<file path="config.mk">
export PLATFORM = sky130hd
export DESIGN_NAME = knn_histogram_classifier_core
export DESIGN_NICKNAME = d
export VERILOG_FILES = /design/src/rtl/knnhc_pkg.sv /design/src/rtl/knnhc_ram.sv /design/src/rtl/knnhc_front.sv /design/src/rtl/knnhc_fifo.sv /design/src/rtl/knnhc_back.sv /design/src/rtl/knn_histogram_classifier_core.sv
export SDC_FILE = /design/constraint.sdc
export NUM_CORES = 2
export LEC_CHECK = 0
export ABC_AREA = 1
export BUFFER_PORTS_ARGS = -buffer_cell sky130_fd_sc_hd__buf_4
export CAP_MARGIN = 0
export CORE_ASPECT_RATIO = 0.6
export CORE_MARGIN = 2
export CORE_UTILIZATION = 45
export CTS_CLUSTER_SIZE = 14
export DETAILED_ROUTE_END_ITERATION = 10
export SLEW_MARGIN = 10
export SYNTH_ARGS = -nofsm -noshare
export SYNTH_HDL_FRONTEND = slang
export SYNTH_SLANG_ARGS = --single-unit
export TNS_END_PERCENT = 30
</file>
<file path="constraint.sdc">
create_clock -name clk -period 4.6 [get_ports clk]
set_input_delay 0.92 -clock clk [delete_from_list [all_inputs] [get_ports clk]]
set_output_delay 0.92 -clock clk [all_outputs]
set_load 0.02 [all_outputs]
</file>
<file path="src/rtl/knnhc_pkg.sv">
// ----------------------------------------------------------------------------
// knnhc_pkg
// Shared constants and types for the k-nearest-neighbor histogram classifier.
// ----------------------------------------------------------------------------
package knnhc_pkg;

    localparam int BIN_BITS      = 16;
    localparam int SQ_BITS       = 2 * BIN_BITS;
    localparam int DIST_BITS     = 43;
    localparam int K_NEIGHBOURS  = 5;
    localparam int CLASS_BITS    = 2;
    localparam int NUM_CLASSES   = 4;
    localparam int IDX_BITS      = (K_NEIGHBOURS > 1) ? $clog2(K_NEIGHBOURS) : 1;
    localparam int CNT_BITS      = $clog2(K_NEIGHBOURS + 1);
    localparam int ENTRY_BITS    = DIST_BITS + CLASS_BITS;
    localparam int FIFO_DEPTH    = 2;
    localparam int FIFO_PTR_BITS = 1;
    localparam int FIFO_CNT_BITS = 2;

    typedef logic [DIST_BITS-1:0]  dist_t;
    typedef logic [CLASS_BITS-1:0] class_t;

    localparam dist_t DIST_MAX = '1;

    // One finished training sample handed from the front end to the list engine.
    typedef struct packed {
        dist_t  distance;
        class_t label;
        logic   skip;
        logic   last;
        class_t query_class;
    } event_t;

    // One entry of the nearest list.
    typedef struct packed {
        dist_t  distance;
        class_t label;
    } entry_t;

endpackage

</file>
<file path="src/rtl/knnhc_ram.sv">
// ----------------------------------------------------------------------------
// knnhc_ram
// Generic single-write, single-read RAM with registered read data.
// ----------------------------------------------------------------------------
module knnhc_ram #(
    parameter int WIDTH     = 8,
    parameter int DEPTH     = 4,
    parameter int ADDR_BITS = (DEPTH > 1) ? $clog2(DEPTH) : 1
) (
    input  logic                 clk,
    input  logic                 we,
    input  logic [ADDR_BITS-1:0] waddr,
    input  logic [WIDTH-1:0]     wdata,
    input  logic                 re,
    input  logic [ADDR_BITS-1:0] raddr,
    output logic [WIDTH-1:0]     rdata
);

    logic [WIDTH-1:0] mem_reg [DEPTH];
    logic [WIDTH-1:0] rdata_reg;

    always_ff @(posedge clk)
    begin
        if (we)
        begin
            mem_reg[waddr] <= wdata;
        end
        if (re)
        begin
            rdata_reg <= mem_reg[raddr];
        end
    end

    assign rdata = rdata_reg;

endmodule

</file>
<file path="src/rtl/knnhc_front.sv">
// ----------------------------------------------------------------------------
// knnhc_front
// Squares the bin difference, accumulates the saturating distance of one
// training sample and hands each finished sample to the event queue.
// ----------------------------------------------------------------------------
module knnhc_front (
    input  logic                    clk,
    input  logic                    rst_n,
    input  logic                    in_valid,
    output logic                    in_ready,
    input  logic [15:0]             query_bin,
    input  logic [15:0]             train_bin,
    input  logic [1:0]              train_class,
    input  logic [1:0]              query_class,
    input  logic                    bin_last,
    input  logic                    sample_last,
    input  logic                    skip_sample,
    output logic                    push,
    output knnhc_pkg::event_t       push_data,
    input  logic                    fifo_full
);

    logic [knnhc_pkg::BIN_BITS-1:0]  bin_q;
    logic [knnhc_pkg::BIN_BITS-1:0]  bin_t;
    logic [knnhc_pkg::BIN_BITS-1:0]  diff;
    logic [knnhc_pkg::SQ_BITS-1:0]   sq;
    logic                            accept;
    logic                            s1_adv;
    logic [knnhc_pkg::DIST_BITS:0]   sum_ext;
    knnhc_pkg::dist_t                sum_sat;

    logic                            s1_vld_reg;
    logic [knnhc_pkg::SQ_BITS-1:0]   s1_sq_reg;
    knnhc_pkg::class_t               s1_class_reg;
    knnhc_pkg::class_t               s1_qclass_reg;
    logic                            s1_bin_last_reg;
    logic                            s1_sample_last_reg;
    logic                            s1_skip_reg;
    knnhc_pkg::dist_t                sum_reg;
    knnhc_pkg::dist_t                sum_next;

    assign bin_q = query_bin[knnhc_pkg::BIN_BITS-1:0];
    assign bin_t = train_bin[knnhc_pkg::BIN_BITS-1:0];
    assign diff  = (bin_q >= bin_t) ? (bin_q - bin_t) : (bin_t - bin_q);
    assign sq    = knnhc_pkg::SQ_BITS'(diff) * knnhc_pkg::SQ_BITS'(diff);

    // Only a word that closes a sample needs room in the queue.
    assign s1_adv   = s1_vld_reg && !(s1_bin_last_reg && fifo_full);
    assign in_ready = !s1_vld_reg || s1_adv;
    assign accept   = in_valid && in_ready;

    assign sum_ext = {1'b0, sum_reg} + (knnhc_pkg::DIST_BITS + 1)'(s1_sq_reg);
    assign sum_sat = sum_ext[knnhc_pkg::DIST_BITS] ? knnhc_pkg::DIST_MAX
                                                   : sum_ext[knnhc_pkg::DIST_BITS-1:0];

    always_comb
    begin
        sum_next = sum_reg;
        if (s1_adv)
        begin
            sum_next = s1_bin_last_reg ? '0 : sum_sat;
        end
    end

    assign push                  = s1_adv && s1_bin_last_reg;
    assign push_data.distance    = sum_sat;
    assign push_data.label       = s1_class_reg;
    assign push_data.skip        = s1_skip_reg;
    assign push_data.last        = s1_sample_last_reg;
    assign push_data.query_class = s1_qclass_reg;

    always_ff @(posedge clk or negedge rst_n)
    begin
        if (!rst_n)
        begin
            s1_vld_reg <= 1'b0;
            sum_reg    <= '0;
        end
        else
        begin
            sum_reg <= sum_next;
            if (in_ready)
            begin
                s1_vld_reg <= in_valid;
            end
        end
    end

    always_ff @(posedge clk)
    begin
        if (accept)
        begin
            s1_sq_reg          <= sq;
            s1_class_reg       <= train_class;
            s1_qclass_reg      <= query_class;
            s1_bin_last_reg    <= bin_last;
            s1_sample_last_reg <= sample_last;
            s1_skip_reg        <= skip_sample;
        end
    end

endmodule

</file>
<file path="src/rtl/knnhc_fifo.sv">
// ----------------------------------------------------------------------------
// knnhc_fifo
// Two-entry queue of finished samples between the front end and the list
// engine.
// ----------------------------------------------------------------------------
module knnhc_fifo (
    input  logic                clk,
    input  logic                rst_n,
    input  logic                push,
    input  knnhc_pkg::event_t   push_data,
    input  logic                pop,
    output knnhc_pkg::event_t   pop_data,
    output logic                full,
    output logic                empty
);

    knnhc_pkg::event_t                     data_reg [knnhc_pkg::FIFO_DEPTH];
    logic [knnhc_pkg::FIFO_PTR_BITS-1:0]   wr_ptr_reg;
    logic [knnhc_pkg::FIFO_PTR_BITS-1:0]   rd_ptr_reg;
    logic [knnhc_pkg::FIFO_CNT_BITS-1:0]   count_reg;
    logic [knnhc_pkg::FIFO_CNT_BITS-1:0]   count_next;

    assign full     = (count_reg == knnhc_pkg::FIFO_CNT_BITS'(knnhc_pkg::FIFO_DEPTH));
    assign empty    = (count_reg == '0);
    assign pop_data = data_reg[rd_ptr_reg];

    always_comb
    begin
        count_next = count_reg;
        if (push && !pop)
        begin
            count_next = count_reg + 1'b1;
        end
        else if (pop && !push)
        begin
            count_next = count_reg - 1'b1;
        end
    end

    always_ff @(posedge clk or negedge rst_n)
    begin
        if (!rst_n)
        begin
            wr_ptr_reg <= '0;
            rd_ptr_reg <= '0;
            count_reg  <= '0;
        end
        else
        begin
            count_reg <= count_next;
            if (push)
            begin
                wr_ptr_reg <= wr_ptr_reg + 1'b1;
            end
            if (pop)
            begin
                rd_ptr_reg <= rd_ptr_reg + 1'b1;
            end
        end
    end

    always_ff @(posedge clk)
    begin
        if (push)
        begin
            data_reg[wr_ptr_reg] <= push_data;
        end
    end

endmodule

</file>
<file path="src/rtl/knnhc_back.sv">
// ----------------------------------------------------------------------------
// knnhc_back
// List engine: inserts finished samples into the nearest list, tracks the
// largest entry, votes over the classes and drives the result word.
// ----------------------------------------------------------------------------
module knnhc_back (
    input  logic                clk,
    input  logic                rst_n,
    input  logic                fifo_empty,
    input  knnhc_pkg::event_t   fifo_data,
    output logic                pop,
    output logic                out_valid,
    input  logic                out_ready,
    output logic [1:0]          predicted_class,
    output logic                keep_query,
    output logic                no_neighbours
);

    typedef enum logic [3:0] {
        S_IDLE,
        S_INSERT,
        S_SCAN,
        S_SCAN_TAIL,
        S_AFTER,
        S_VOTE,
        S_VOTE_TAIL,
        S_DECIDE,
        S_EMIT
    } state_t;

    typedef logic [knnhc_pkg::IDX_BITS-1:0] idx_t;
    typedef logic [knnhc_pkg::CNT_BITS-1:0] cnt_t;

    state_t                 state_reg,  state_next;
    knnhc_pkg::event_t      ev_reg,     ev_next;
    cnt_t                   fill_reg,   fill_next;
    idx_t                   worst_idx_reg,  worst_idx_next;
    knnhc_pkg::dist_t       worst_dist_reg, worst_dist_next;
    idx_t                   rd_idx_reg, rd_idx_next;
    logic                   pipe_vld_reg, pipe_vld_next;
    idx_t                   pipe_idx_reg, pipe_idx_next;
    cnt_t                   votes_reg   [knnhc_pkg::NUM_CLASSES];
    cnt_t                   votes_next  [knnhc_pkg::NUM_CLASSES];
    knnhc_pkg::dist_t       closest_reg [knnhc_pkg::NUM_CLASSES];
    knnhc_pkg::dist_t       closest_next[knnhc_pkg::NUM_CLASSES];
    knnhc_pkg::class_t      cls_idx_reg,    cls_idx_next;
    knnhc_pkg::class_t      best_cls_reg,   best_cls_next;
    cnt_t                   best_votes_reg, best_votes_next;
    knnhc_pkg::dist_t       best_close_reg, best_close_next;
    logic                   out_valid_reg,  out_valid_next;
    knnhc_pkg::class_t      pred_reg,       pred_next;
    logic                   keep_reg,       keep_next;
    logic                   none_reg,       none_next;

    logic                   ram_we;
    idx_t                   ram_waddr;
    knnhc_pkg::entry_t      ram_wdata;
    logic                   ram_re;
    knnhc_pkg::entry_t      ram_rdata;
    logic [knnhc_pkg::ENTRY_BITS-1:0] ram_rdata_raw;

    knnhc_pkg::class_t      cur_cls;
    cnt_t                   cur_votes;
    knnhc_pkg::dist_t       cur_close;

    knnhc_ram #(
        .WIDTH     (knnhc_pkg::ENTRY_BITS),
        .DEPTH     (knnhc_pkg::K_NEIGHBOURS),
        .ADDR_BITS (knnhc_pkg::IDX_BITS)
    ) u_list (
        .clk   (clk),
        .we    (ram_we),
        .waddr (ram_waddr),
        .wdata (ram_wdata),
        .re    (ram_re),
        .raddr (rd_idx_reg),
        .rdata (ram_rdata_raw)
    );

    assign ram_rdata = knnhc_pkg::entry_t'(ram_rdata_raw);
    assign ram_wdata = '{distance: ev_reg.distance, label: ev_reg.label};

    assign cur_cls   = ram_rdata.label;
    assign cur_votes = votes_reg[cls_idx_reg];
    assign cur_close = closest_reg[cls_idx_reg];

    assign out_valid       = out_valid_reg;
    assign predicted_class = pred_reg;
    assign keep_query      = keep_reg;
    assign no_neighbours   = none_reg;

    always_comb
    begin
        state_next      = state_reg;
        ev_next         = ev_reg;
        fill_next       = fill_reg;
        worst_idx_next  = worst_idx_reg;
        worst_dist_next = worst_dist_reg;
        rd_idx_next     = rd_idx_reg;
        pipe_vld_next   = 1'b0;
        pipe_idx_next   = rd_idx_reg;
        votes_next      = votes_reg;
        closest_next    = closest_reg;
        cls_idx_next    = cls_idx_reg;
        best_cls_next   = best_cls_reg;
        best_votes_next = best_votes_reg;
        best_close_next = best_close_reg;
        out_valid_next  = out_valid_reg && !out_ready;
        pred_next       = pred_reg;
        keep_next       = keep_reg;
        none_next       = none_reg;
        pop             = 1'b0;
        ram_we          = 1'b0;
        ram_waddr       = fill_reg[knnhc_pkg::IDX_BITS-1:0];
        ram_re          = 1'b0;

        // The entry read in the previous cycle is folded in here.
        if (pipe_vld_reg && (state_reg == S_SCAN || state_reg == S_SCAN_TAIL))
        begin
            if (pipe_idx_reg == '0 || ram_rdata.distance > worst_dist_reg)
            begin
                worst_dist_next = ram_rdata.distance;
                worst_idx_next  = pipe_idx_reg;
            end
        end
        if (pipe_vld_reg && (state_reg == S_VOTE || state_reg == S_VOTE_TAIL))
        begin
            votes_next[cur_cls] = votes_reg[cur_cls] + 1'b1;
            if (ram_rdata.distance < closest_reg[cur_cls])
            begin
                closest_next[cur_cls] = ram_rdata.distance;
            end
        end

        unique case (state_reg)
            S_IDLE:
            begin
                if (!fifo_empty)
                begin
                    pop        = 1'b1;
                    ev_next    = fifo_data;
                    state_next = S_INSERT;
                end
            end
            S_INSERT:
            begin
                state_next = S_AFTER;
                if (!ev_reg.skip)
                begin
                    if (fill_reg < cnt_t'(knnhc_pkg::K_NEIGHBOURS))
                    begin
                        ram_we    = 1'b1;
                        fill_next = fill_reg + 1'b1;
                        // Once the list is full the largest entry must be known.
                        if (fill_reg == cnt_t'(knnhc_pkg::K_NEIGHBOURS - 1))
                        begin
                            rd_idx_next = '0;
                            state_next  = S_SCAN;
                        end
                    end
                    else if (ev_reg.distance < worst_dist_reg)
                    begin
                        ram_we      = 1'b1;
                        ram_waddr   = worst_idx_reg;
                        rd_idx_next = '0;
                        state_next  = S_SCAN;
                    end
                end
            end
            S_SCAN:
            begin
                ram_re        = 1'b1;
                pipe_vld_next = 1'b1;
                if (rd_idx_reg == idx_t'(knnhc_pkg::K_NEIGHBOURS - 1))
                begin
                    state_next = S_SCAN_TAIL;
                end
                else
                begin
                    rd_idx_next = rd_idx_reg + 1'b1;
                end
            end
            S_SCAN_TAIL:
            begin
                state_next = S_AFTER;
            end
            S_AFTER:
            begin
                if (!ev_reg.last)
                begin
                    state_next = S_IDLE;
                end
                else if (fill_reg == '0)
                begin
                    best_cls_next = '0;
                    state_next    = S_EMIT;
                end
                else
                begin
                    for (int c = 0; c < knnhc_pkg::NUM_CLASSES; c++)
                    begin
                        votes_next[c]   = '0;
                        closest_next[c] = knnhc_pkg::DIST_MAX;
                    end
                    rd_idx_next = '0;
                    state_next  = S_VOTE;
                end
            end
            S_VOTE:
            begin
                ram_re        = 1'b1;
                pipe_vld_next = 1'b1;
                if ((cnt_t'(rd_idx_reg) + cnt_t'(1)) == fill_reg)
                begin
                    state_next = S_VOTE_TAIL;
                end
                else
                begin
                    rd_idx_next = rd_idx_reg + 1'b1;
                end
            end
            S_VOTE_TAIL:
            begin
                cls_idx_next = '0;
                state_next   = S_DECIDE;
            end
            S_DECIDE:
            begin
                // Most votes wins; a tie goes to the class with the closer neighbor.
                if (cls_idx_reg == '0 || cur_votes > best_votes_reg ||
                    (cur_votes == best_votes_reg && cur_close < best_close_reg))
                begin
                    best_cls_next   = cls_idx_reg;
                    best_votes_next = cur_votes;
                    best_close_next = cur_close;
                end
                if (cls_idx_reg == knnhc_pkg::class_t'(knnhc_pkg::NUM_CLASSES - 1))
                begin
                    state_next = S_EMIT;
                end
                else
                begin
                    cls_idx_next = cls_idx_reg + 1'b1;
                end
            end
            S_EMIT:
            begin
                if (!out_valid_reg || out_ready)
                begin
                    out_valid_next = 1'b1;
                    pred_next      = best_cls_reg;
                    none_next      = (fill_reg == '0);
                    keep_next      = (fill_reg != '0) && (best_cls_reg == ev_reg.query_class);
                    fill_next      = '0;
                    state_next     = S_IDLE;
                end
            end
            default:
            begin
                state_next = S_IDLE;
            end
        endcase
    end

    always_ff @(posedge clk or negedge rst_n)
    begin
        if (!rst_n)
        begin
            state_reg      <= S_IDLE;
            ev_reg         <= '0;
            fill_reg       <= '0;
            worst_idx_reg  <= '0;
            worst_dist_reg <= '0;
            rd_idx_reg     <= '0;
            pipe_vld_reg   <= 1'b0;
            pipe_idx_reg   <= '0;
            for (int c = 0; c < knnhc_pkg::NUM_CLASSES; c++)
            begin
                votes_reg[c]   <= '0;
                closest_reg[c] <= '0;
            end
            cls_idx_reg    <= '0;
            best_cls_reg   <= '0;
            best_votes_reg <= '0;
            best_close_reg <= '0;
            out_valid_reg  <= 1'b0;
            pred_reg       <= '0;
            keep_reg       <= 1'b0;
            none_reg       <= 1'b0;
        end
        else
        begin
            state_reg      <= state_next;
            ev_reg         <= ev_next;
            fill_reg       <= fill_next;
            worst_idx_reg  <= worst_idx_next;
            worst_dist_reg <= worst_dist_next;
            rd_idx_reg     <= rd_idx_next;
            pipe_vld_reg   <= pipe_vld_next;
            pipe_idx_reg   <= pipe_idx_next;
            votes_reg      <= votes_next;
            closest_reg    <= closest_next;
            cls_idx_reg    <= cls_idx_next;
            best_cls_reg   <= best_cls_next;
            best_votes_reg <= best_votes_next;
            best_close_reg <= best_close_next;
            out_valid_reg  <= out_valid_next;
            pred_reg       <= pred_next;
            keep_reg       <= keep_next;
            none_reg       <= none_next;
        end
    end

endmodule

</file>
<file path="src/rtl/knn_histogram_classifier_core.sv">
// ----------------------------------------------------------------------------
// knn_histogram_classifier_core
// Nearest-neighbor vote over streamed histogram bin pairs.
// ----------------------------------------------------------------------------
// Each input word carries one query bin and the matching training bin; the
// front end takes one word per cycle unless a word that closes a sample meets
// a full queue, and accumulates the squared difference into a saturating
// 43-bit distance. The word that closes a training sample hands that sample
// to a two-entry queue, and the list engine behind it inserts it into the
// five-entry nearest list (kept in a small RAM, one read per cycle), finds
// the new largest entry, and on the query's last sample votes over the four
// classes (if the list is not empty) and presents one result word. The list
// engine finds the largest entry again by a sequential scan of the list RAM
// when the list fills or an entry is replaced, and adds the vote on the last
// sample of a query; bins within a sample stream at one word per cycle, so
// input stalls only when samples end more often than the engine can drain
// the queue. A result waits in its output register; the engine stalls behind
// it only when the next result is ready before the first one is taken.
// ----------------------------------------------------------------------------
module knn_histogram_classifier_core (
    input  logic        clk,
    input  logic        rst_n,
    input  logic        in_valid,
    output logic        in_ready,
    input  logic [15:0] query_bin,
    input  logic [15:0] train_bin,
    input  logic [1:0]  train_class,
    input  logic [1:0]  query_class,
    input  logic        bin_last,
    input  logic        sample_last,
    input  logic        skip_sample,
    output logic        out_valid,
    input  logic        out_ready,
    output logic [1:0]  predicted_class,
    output logic        keep_query,
    output logic        no_neighbours
);

    logic               push;
    knnhc_pkg::event_t  push_data;
    logic               pop;
    knnhc_pkg::event_t  pop_data;
    logic               fifo_full;
    logic               fifo_empty;

    knnhc_front u_front (
        .clk         (clk),
        .rst_n       (rst_n),
        .in_valid    (in_valid),
        .in_ready    (in_ready),
        .query_bin   (query_bin),
        .train_bin   (train_bin),
        .train_class (train_class),
        .query_class (query_class),
        .bin_last    (bin_last),
        .sample_last (sample_last),
        .skip_sample (skip_sample),
        .push        (push),
        .push_data   (push_data),
        .fifo_full   (fifo_full)
    );

    knnhc_fifo u_fifo (
        .clk       (clk),
        .rst_n     (rst_n),
        .push      (push),
        .push_data (push_data),
        .pop       (pop),
        .pop_data  (pop_data),
        .full      (fifo_full),
        .empty     (fifo_empty)
    );

    knnhc_back u_back (
        .clk             (clk),
        .rst_n           (rst_n),
        .fifo_empty      (fifo_empty),
        .fifo_data       (pop_data),
        .pop             (pop),
        .out_valid       (out_valid),
        .out_ready       (out_ready),
        .predicted_class (predicted_class),
        .keep_query      (keep_query),
        .no_neighbours   (no_neighbours)
    );

endmodule
</file>
==> key figures <==
Critical path
  – Worst R2R Setup Slack: 380 ps
  – Worst-path maximum fanout: 7
  – R2R Path Start: u_back.u_list.rdata[0]
  – R2r endpoint: u_back.closest_reg[61]
  – Slowest stage delay, CP: 570 ps
  – Top cell family by delay on the critical path: adder cells
  – Crit path capture type: flip-flop
  – WP data required: 5020 ps
  – Crit start category: primary input
  – CP bufs+invs: 13
  – Crit path kind: in2reg
  – Data arrival, critical path: roughly 7300 ps
  – Worst Reg-to-Reg Cells: 14
  – Worst path slowest cell: fa_1

Synthesis
  – Ys flop type: edfxtp_1
  – Post-synthesis sequential area ratio: 0.449
  – Syn Std Cell Area: 49200 µm²
  – Post-synthesis simple-gate area fraction: 0.215
  – Synth Area in Compound Gates: 0.0964
  – Post-synth cell types: 52
  – Synth Area in Adders: 0.154
  – Mapped Cells: 5622
  – Synth warn: 0
  – Xor/xnor share of the synthesized area: 0.0135
  – Syn nets: between 6k and 7k
  – Post-synth EDFFs: 406
  – Main combinational cell family by area after synthesis: simple AND/OR/NAND/NOR gates
  – Yosys reg bits: roughly 800
  – Async SR Flop Fraction: 0.494
  – Syn avg cell area: just under 9 µm²
  – Mux share of post-synthesis cell area: 0

STA
  – Clock skew: between 30 and 40 ps
  – Hold Vio Cnt, Final: 0
  – Tcrit/Tclk final: 1.49
  – Slew Limit Fails: 0
  – Shortest period the worst path allows: 6870 ps
  – Max Clock Freq: 0.146 GHz
  – Post-route setup slack: -2270 ps
  – Slew at the pin with the worst max-slew slack: around 1200 ps
  – Total Neg Setup Slack: -51300 ps
  – Final setup vio count: 26
  – RSZ-0062 raised after global routing: true
  – Worst rel slew slack: 0.204

Detailed routing
  – Pre-Repair DR Iteration Count: 6
  – DRC violations left: 0
  – DR iter-0 viols: 4612
  – Via Count: 41.2k
  – Wirelength per Cell: 20.1 µm
  – Routed WL: ~150000 µm
  – Number of vias per cell: 5.58
  – Antenna Nets Post-Route: 0

Hold path
  – Worst hold-check path type: in2async

Layout
  – Nets: 6446
  – Share of layout cells above drive strength 1: 0.150
  – Most frequent cells in the layout: nand2_1, inv_1, nor2_1
  – Syn-to-layout area delta: 18.0%
  – Fillers: approximately 9.7k
  – Multi-input logic area: 25300 µm²
  – Leading cell type in the layout, fill and taps excluded: nand2_1
  – Max FFs per register: around 230
  – FF+latch area: 22100 µm²
  – Final Cell Area: 58100 µm²

Floorplanning
  – DIE AREA: 112000 µm²
  – Num ports: between 40 and 50
  – Row count: 93
  – Die Width: 431 µm
  – Core area: 108000 µm²
  – Starting Density: 0.456
  – Die H: 260 µm

Outcome
  – Status: finished with violations
  – Violated checks: setup timing

Global route
  – Total grt overflow: 0
  – Total track usage: 0.265
  – Initial antenna violation count: 3
  – Vias in the first global route: 39.0k
  – Wire length of the first global-routing pass: 232000 µm
  – Largest net degree at the start of global routing: 95

Clock network
  – Hold buffers post-CTS: 0
  – Bufs on Longest Clock Path: 3
  – CTS tree: built
  – Max H-tree Level: 3
  – Reg clk slew, reported paths: 60 ps
  – Clk sinks: approximately 800
  – Worst-skew pair later-pin latency: slightly below 700 ps
  – Num CTS Buffers: 76
  – Clk root buf: clkbuf_16

Place
  – I/O Buffers: 48
  – DP Area: between 50000 and 60000 µm²
  – Placer Congestion: a little under 1
  – HPWL Detailed: 105000 µm
  – DP Worst Slack: -3280 ps

Job
  – Max-Cap Viols: 0
## cell families after synthesis
logic type / Yosys count
compound gates: 829
buf+inv: 907
flops: 802
fa+ha+maj: 507
xor+xnor: 76
simple gates: 2501
## routing by layer
metal	GRT usage	wire, µm	up-vias
li1	-	-	19400
met1	0.437	74400	19900
met2	0.349	56700	1721
met3	0.0640	15400	146
met4	0.0364	1590	0
met5	0	0	-
## cell type report
class | instances | share of cell area
Antenna cell | 1 | 0.0000431
Clock buffer | 111 | 0.0369
Clock inverter | 30 | 0.00517
Inverter | 654 | 0.0435
Multi-Input combinational cell | 3913 | 0.435
Sequential cell | 802 | 0.380
Tap cell | 1425 | 0.0307
Timing Repair Buffer | 449 | 0.0685
## metrics by stage
step	cells	utilization	hold slack, ps
2_1_floorplan	5622	-	413
3_3_place_gp	7213	0.504	422
3_5_place_dp	7213	0.504	430
4_1_cts	7380	0.535	259
5_1_grt	7384	0.539	288
6_report	7385	0.539	259
## Yosys cell counts, drive strengths merged, types with 14 or more instances
| library cell | n | share of area |
|---|---|---|
| nand2 | 1232 | 0.094 |
| inv | 651 | 0.050 |
| nor2 | 590 | 0.045 |
| nand3 | 409 | 0.042 |
| edfxtp | 406 | 0.25 |
| dfrtp | 396 | 0.20 |
| o21ai | 393 | 0.040 |
| ha | 341 | 0.087 |
| nand4 | 204 | 0.026 |
| a21oi | 200 | 0.020 |
| fa | 166 | 0.068 |
| clkbuf | 160 | 0.012 |
| buf | 93 | 0.0094 |
| xor2 | 50 | 0.0089 |
| o22ai | 49 | 0.0062 |
| a31oi | 48 | 0.0061 |
| a221oi | 42 | 0.0075 |
| a22o | 42 | 0.0075 |
| xnor2 | 26 | 0.0046 |
| nor3 | 25 | 0.0025 |
| o21bai | 14 | 0.0021 |
## timing repair
action / CTS / global route
pin swaps: 76 / 47
endpoints found under the setup margin: 27 / 27
buffers inserted: 30 / 4
resized for setup: 153 / 104
## worst max-delay path by stage
stage                              from               endpoint  slack (ps)  depth (start not counted)
after floorplan            query_bin[0]  u_front.s1_sq_reg[28]       -2430                         34
after global placement     query_bin[7]  u_front.s1_sq_reg[18]       -3250                         36
after detailed placement   query_bin[7]  u_front.s1_sq_reg[18]       -3280                         36
after CTS                  query_bin[0]  u_front.s1_sq_reg[31]       -2220                         34
after global routing      query_bin[10]  u_front.s1_sq_reg[31]       -2450                         34
final                      query_bin[0]  u_front.s1_sq_reg[31]       -2270                         37
Power is not shown: default switching activity piles up to over one toggle a cycle in this logic, so the estimate is an artifact.
